===== config.mk =====
export PLATFORM = sky130hd
export DESIGN_NAME = thp_csr
export DESIGN_NICKNAME = d
export VERILOG_FILES = /design/src/rtl/core/thp_pkg.sv /design/src/rtl/core/thp_csr.sv
export SDC_FILE = /design/constraint.sdc
export NUM_CORES = 1
export LEC_CHECK = 0
export BUFFER_PORTS_ARGS = -buffer_cell sky130_fd_sc_hd__buf_2
export CAP_MARGIN = 20
export CORE_ASPECT_RATIO = 1.4
export CORE_MARGIN = 10
export CORE_UTILIZATION = 51
export DETAILED_ROUTE_END_ITERATION = 7
export PLACE_DENSITY_LB_ADDON = 0.1
export SKIP_CTS_REPAIR_TIMING = 1
export SKIP_LAST_GASP = 1
export SYNTH_ARGS = -nofsm -noshare
export SYNTH_HDL_FRONTEND = slang
export SYNTH_SLANG_ARGS = --single-unit
export TNS_END_PERCENT = 100

===== constraint.sdc =====
create_clock -name clock -period 1.7 [get_ports clock]
set_input_delay 0.085 -clock clock [delete_from_list [all_inputs] [get_ports clock]]
set_output_delay 0.085 -clock clock [all_outputs]
set_load 0.05 [all_outputs]

===== src/rtl/core/thp_pkg.sv =====
package thp_pkg;

   typedef struct packed {
      logic [19:0] raw_temperature;
      logic [19:0] raw_pressure;
      logic [15:0] raw_humidity;
   } req_type;

   typedef struct packed {
      logic signed [31:0] temperature_centi;
      logic signed [31:0] fine_temperature;
      logic [31:0]        pressure_pa;
      logic [16:0]        humidity_q10;
   } rsp_type;

   typedef struct packed {
      logic [47:0] tcal;
      logic [63:0] pcal_lo;
      logic [63:0] pcal_hi;
      logic [15:0] pcal_top;
      logic [63:0] hcal;
   } cal_type;

   localparam logic [2:0] REG_TCAL    = 3'd0;
   localparam logic [2:0] REG_PCAL_LO = 3'd1;
   localparam logic [2:0] REG_PCAL_HI = 3'd2;
   localparam logic [2:0] REG_PCAL_TP = 3'd3;
   localparam logic [2:0] REG_HCAL    = 3'd4;

   localparam logic [31:0] HUM_MAX = 32'd419430400;

   function automatic logic [31:0] sra(input logic [31:0] x, input int n);
      sra = 32'($signed(x) >>> n);
   endfunction

   function automatic logic [31:0] sx16(input logic [15:0] v);
      sx16 = {{16{v[15]}}, v};
   endfunction

   function automatic logic [31:0] sx12(input logic [11:0] v);
      sx12 = {{20{v[11]}}, v};
   endfunction

   function automatic logic [31:0] sx8(input logic [7:0] v);
      sx8 = {{24{v[7]}}, v};
   endfunction

endpackage


===== src/rtl/core/thp_csr.sv =====
module thp_csr (
   input  logic              clock,
   input  logic              reset,
   input  logic              csr_psel,
   input  logic              csr_penable,
   input  logic              csr_pwrite,
   input  logic [5:0]        csr_paddr,
   input  logic [63:0]       csr_pwdata,
   output logic [63:0]       csr_prdata,
   output thp_pkg::cal_type  cal
);

   thp_pkg::cal_type cal_ff;
   logic [2:0] idx;
   logic       wr;

   assign idx = csr_paddr[5:3];
   assign wr  = csr_psel && csr_penable && csr_pwrite;
   assign cal = cal_ff;

   always_ff @(posedge clock) begin
      if (reset) begin
         cal_ff <= '0;
      end else if (wr) begin
         case (idx)
            thp_pkg::REG_TCAL:    cal_ff.tcal     <= csr_pwdata[47:0];
            thp_pkg::REG_PCAL_LO: cal_ff.pcal_lo  <= csr_pwdata;
            thp_pkg::REG_PCAL_HI: cal_ff.pcal_hi  <= csr_pwdata;
            thp_pkg::REG_PCAL_TP: cal_ff.pcal_top <= csr_pwdata[15:0];
            thp_pkg::REG_HCAL:    cal_ff.hcal     <= csr_pwdata;
            default: ;
         endcase
      end
   end

   always_comb begin
      case (idx)
         thp_pkg::REG_TCAL:    csr_prdata = {16'd0, cal_ff.tcal};
         thp_pkg::REG_PCAL_LO: csr_prdata = cal_ff.pcal_lo;
         thp_pkg::REG_PCAL_HI: csr_prdata = cal_ff.pcal_hi;
         thp_pkg::REG_PCAL_TP: csr_prdata = {48'd0, cal_ff.pcal_top};
         thp_pkg::REG_HCAL:    csr_prdata = cal_ff.hcal;
         default:              csr_prdata = '0;
      endcase
   end

endmodule


# Yosys cells after proc, flatten, opt, wreduce, memory -nomap -nowiden
# Index checks and enable logic that the tools add are counted.
# op_classes
n_reduce_logical,8
muxes,1
n_eq_ne,4
# op_table
operator,count
$pmux 64 s5,1
$reduce_and 2->1,5
$eq 3x2->1 const B,2
$eq 3x1->1 const B,1
$eq 3x3->1 const B,1
$logic_not 3->1,1
$logic_and 1x1->1,2
# word_totals
inputBits,75
output_inout_bits,320
reg_bits,256
word_cells,18

# Depth between registers and ports, before layout
# logic_depth
ltp_word,3
ltp_mapped,7
ltp_nobuf,3

# Worst setup path after synthesis
# Ideal clock, no wire load.
# synth_timing
path_kind,input -> output
from,input port csr_paddr[3]
to,output port csr_prdata[48]
required_ns,1.615
n_path_buf,3
path_stages,6
setup_slack_ns,-0.421
arrival_time_ns,2.036
cell_sequence,buf_2 nor2b_1 clkbuf_1 clkbuf_1 a22oi_1 o21ai_0
# synth_via
elab_chain_len,2
word_cells_on_any_way,6
classes_between,eq/ne (4); mux (1); reduce/logical (1)
# synth_rtl
element,line_no,rtl
"start, declared",thp_csr.sv:7,"input logic [5:0] csr_paddr,"
"$eq 3x3->1, or another cell as far along",thp_csr.sv:37,case (idx)
$pmux 64 s5 *,thp_csr.sv:37,
"end, declared",thp_csr.sv:9,"output logic [63:0] csr_prdata,"
# Mark *: on every way between the ends. The rest lies on a longest branch, timed or not.

# Worst setup path in the final report
# layout_timing
from,"register cal_ff, in the netlist cal[80]"
to,output port csr_prdata[0]
# layout_via
elab_chain_len,1
# layout_rtl
element,line_no,rtl
"start, declared",thp_csr.sv:13,thp_pkg::cal_type cal_ff;
$pmux 64 s5,thp_csr.sv:37,
# Every way passes these cells.

==> impl_metrics.ini <==
[timing]
fin_crit_ps = 1730
worstMarginPinSlew_ps = 560
fmax_mhz = 578
fin_worst_skew_ps = 0
slew_violations = 0
hold_viol = 2
period_share_pct = 102
tns_ps = -34.0
worst_slack_ps = -30.0
relSlewSlack_pct = 62.5
finalSetupViolCount = 2
grt_setup_unrepaired = true
timing.hold.ws_ps = -20.5

[yosys]
yosys_warnings = 0
postSynthAreaPerCell_um2 = 10.2
synth_area_um2 = 12100
synth_async_sr_flop_share_pct = 0
synth_edf_count = 0
yosys_register_bits = 256
synthCells = 1189
syn_nets = 1264
yosysSeqAreaShare_pct = 42.4
synthFlopType = dfxtp_1
synth_cell_types = 27

[route]
wirelength_um = 39400
drc = 0
via_count = 10300
avgRoutedWirePerCell_um = 20.4
routed_via_density = 5.35
antenna_left = 0
drt_iter0_drc = 629
firstDrtPassIters = 5

[grt]
antenna_found_initial = 3
grt_max_degree = 71
grt_pass1_wl_um = 57900
grt_overflow = 0
grt_pass1_vias = 10300
gr-usage-all-layers_pct = 23.6

[power_and_ir_drop]
vdd.ir_drop.worst_mv = 0.701
leakagePower_nw = 8.04
p_total_mw = 12.6
powerDensity_nw_per_um2 = 786

[setup_path]
path_buf_inv = 1
cp.arrival_ps = 1650
path_delay_family = flip-flops
path_cells = mux2_2 > a22oi_1 > o22ai_2 > buf_6
cp_slowest_stage_delay_ps = 330
startpoint_type = flop
critPathMaxFanout = 3
crit_type = reg -> out
required_ps = 1620
cp-end-kind = primary output
cp_slowest_cell = dfxtp_1

[floorplan]
die_w_um = 150
coreArea_um2 = 23300
start_util_pct = 51.9
die_area_um2 = 30400
io_pins = 395
rows = 66
die_h_um = 202

[clock_tree]
htreeDepth = 1
cts_tree = done
clock-sinks = 256
cts_buffer_depth = 3
numCtsBuffers = 25
cts_root_buffer = clkbuf_16
clk-insertion-delay-late_ps = 500
clk_pin_slew_worst_paths_ps = 60

[finish]
area_growth_pct = 32.6
fillCellCount = 1848
stdcell_count = 1925
largest_reg_flops = 256
drive_above_1_share_pct = 32.4
layout_commonest_cell = buf_2
fin_nets = 1677
layout_common_cells = buf_2, nand2b_1, mux2i_1
stdcell_area_um2 = 16000

[place]
portBuffers = 391
dpl.hpwl_um = 27400
placedCellCount = 1818
gp_congestion = 0.822
dpl_cell_area_um2 = 14500

[status]
violations = negative hold slack, negative setup slack
outcome = complete, but fails checks

[run]
drv_cap = 0

[hold_path]
hp-class = in -> reg
-- synthesized netlist by cell type, types with 2 or more instances --
| library cell | number | area share (%) |
|---|---|---|
| a22oi_1 | 48 | 3.0 |
| buf_2 | 10 | 0.41 |
| buf_4 | 6 | 0.37 |
| buf_6 | 23 | 2.1 |
| clkbuf_1 | 63 | 2.0 |
| dfxtp_1 | 256 | 42 |
| mux2_2 | 16 | 1.5 |
| mux2i_1 | 288 | 24 |
| nand2_1 | 48 | 1.5 |
| nand2b_1 | 320 | 17 |
| nand3b_1 | 33 | 2.0 |
| nor2b_1 | 2 | 0.10 |
| o211ai_1 | 31 | 1.9 |
| o21ai_0 | 17 | 0.70 |
| o22ai_1 | 16 | 0.83 |
-- cell families (layout without fill, tap and decap cells) --
logic type | after synthesis | after routing | share of synthesized area [%]
AND/OR/NAND/NOR | 413 | 413 | 20.9
multiplexers | 304 | 304 | 25.3
flip-flops | 256 | 256 | 42.4
AO/OA/AOI/OAI | 113 | 113 | 6.51
buffers and inverters | 103 | 532 | 4.92
other | 0 | 1 | 0
-- per-layer routing --
metal | global-route usage [%] | wire length [µm]
met1 | 27.2 | 15600
met2 | 41.2 | 19900
met3 | 6.17 | 2860
met4 | 7.72 | 1050
met5 | 0 | 28
-- through the flow --
step | util, % | worst slack (ps)
2_1_floorplan | - | -45.5
3_3_place_gp | 62.2 | 126
3_5_place_dp | 62.2 | 122
4_1_cts | 65.6 | -55.7
5_1_grt | 68.8 | -89.2
6_report | 68.8 | -30.0
-- power by group --
part	switching [mW]	internal, mW
sequential	0.0403	6.04
combinational	0.690	0.488
clock	2.25	3.09
total	2.98	9.62
-- worst register-to-register path: cells and delay by family (launching register included) --
kind	cells	cell delay, ps
DFF	1	420
muxes	1	130
and+or+nand+nor	1	90
-- final cells by class --
class                      count  area [µm²]  area share [%]
clock buffer                  40         772            4.82
multi-input combinational    830        6580            41.0
tap                          306         383            2.39
clock inverter                 3        18.8           0.117
antenna                        1        2.50          0.0156
sequential                   256        5130            32.0
timing repair buffer         489        3150            19.6
-- path summary, 6_finish.rpt --
kind / slack, ps / startpoint / end / cells after the start
setup / recovery: -30 / cal[80]$_SDFFE_PP0P_ / csr_prdata[0] / 4
hold / removal: -20 / csr_pwdata[0] / cal[80]$_SDFFE_PP0P_ / 3
setup reg to reg: 990 / cal[12]$_SDFFE_PP0P_ / cal[12]$_SDFFE_PP0P_ / 2
hold reg to reg: 490 / cal[233]$_SDFFE_PP0P_ / cal[233]$_SDFFE_PP0P_ / 2
No activity file was read; power rests on OpenSTA's default activity.
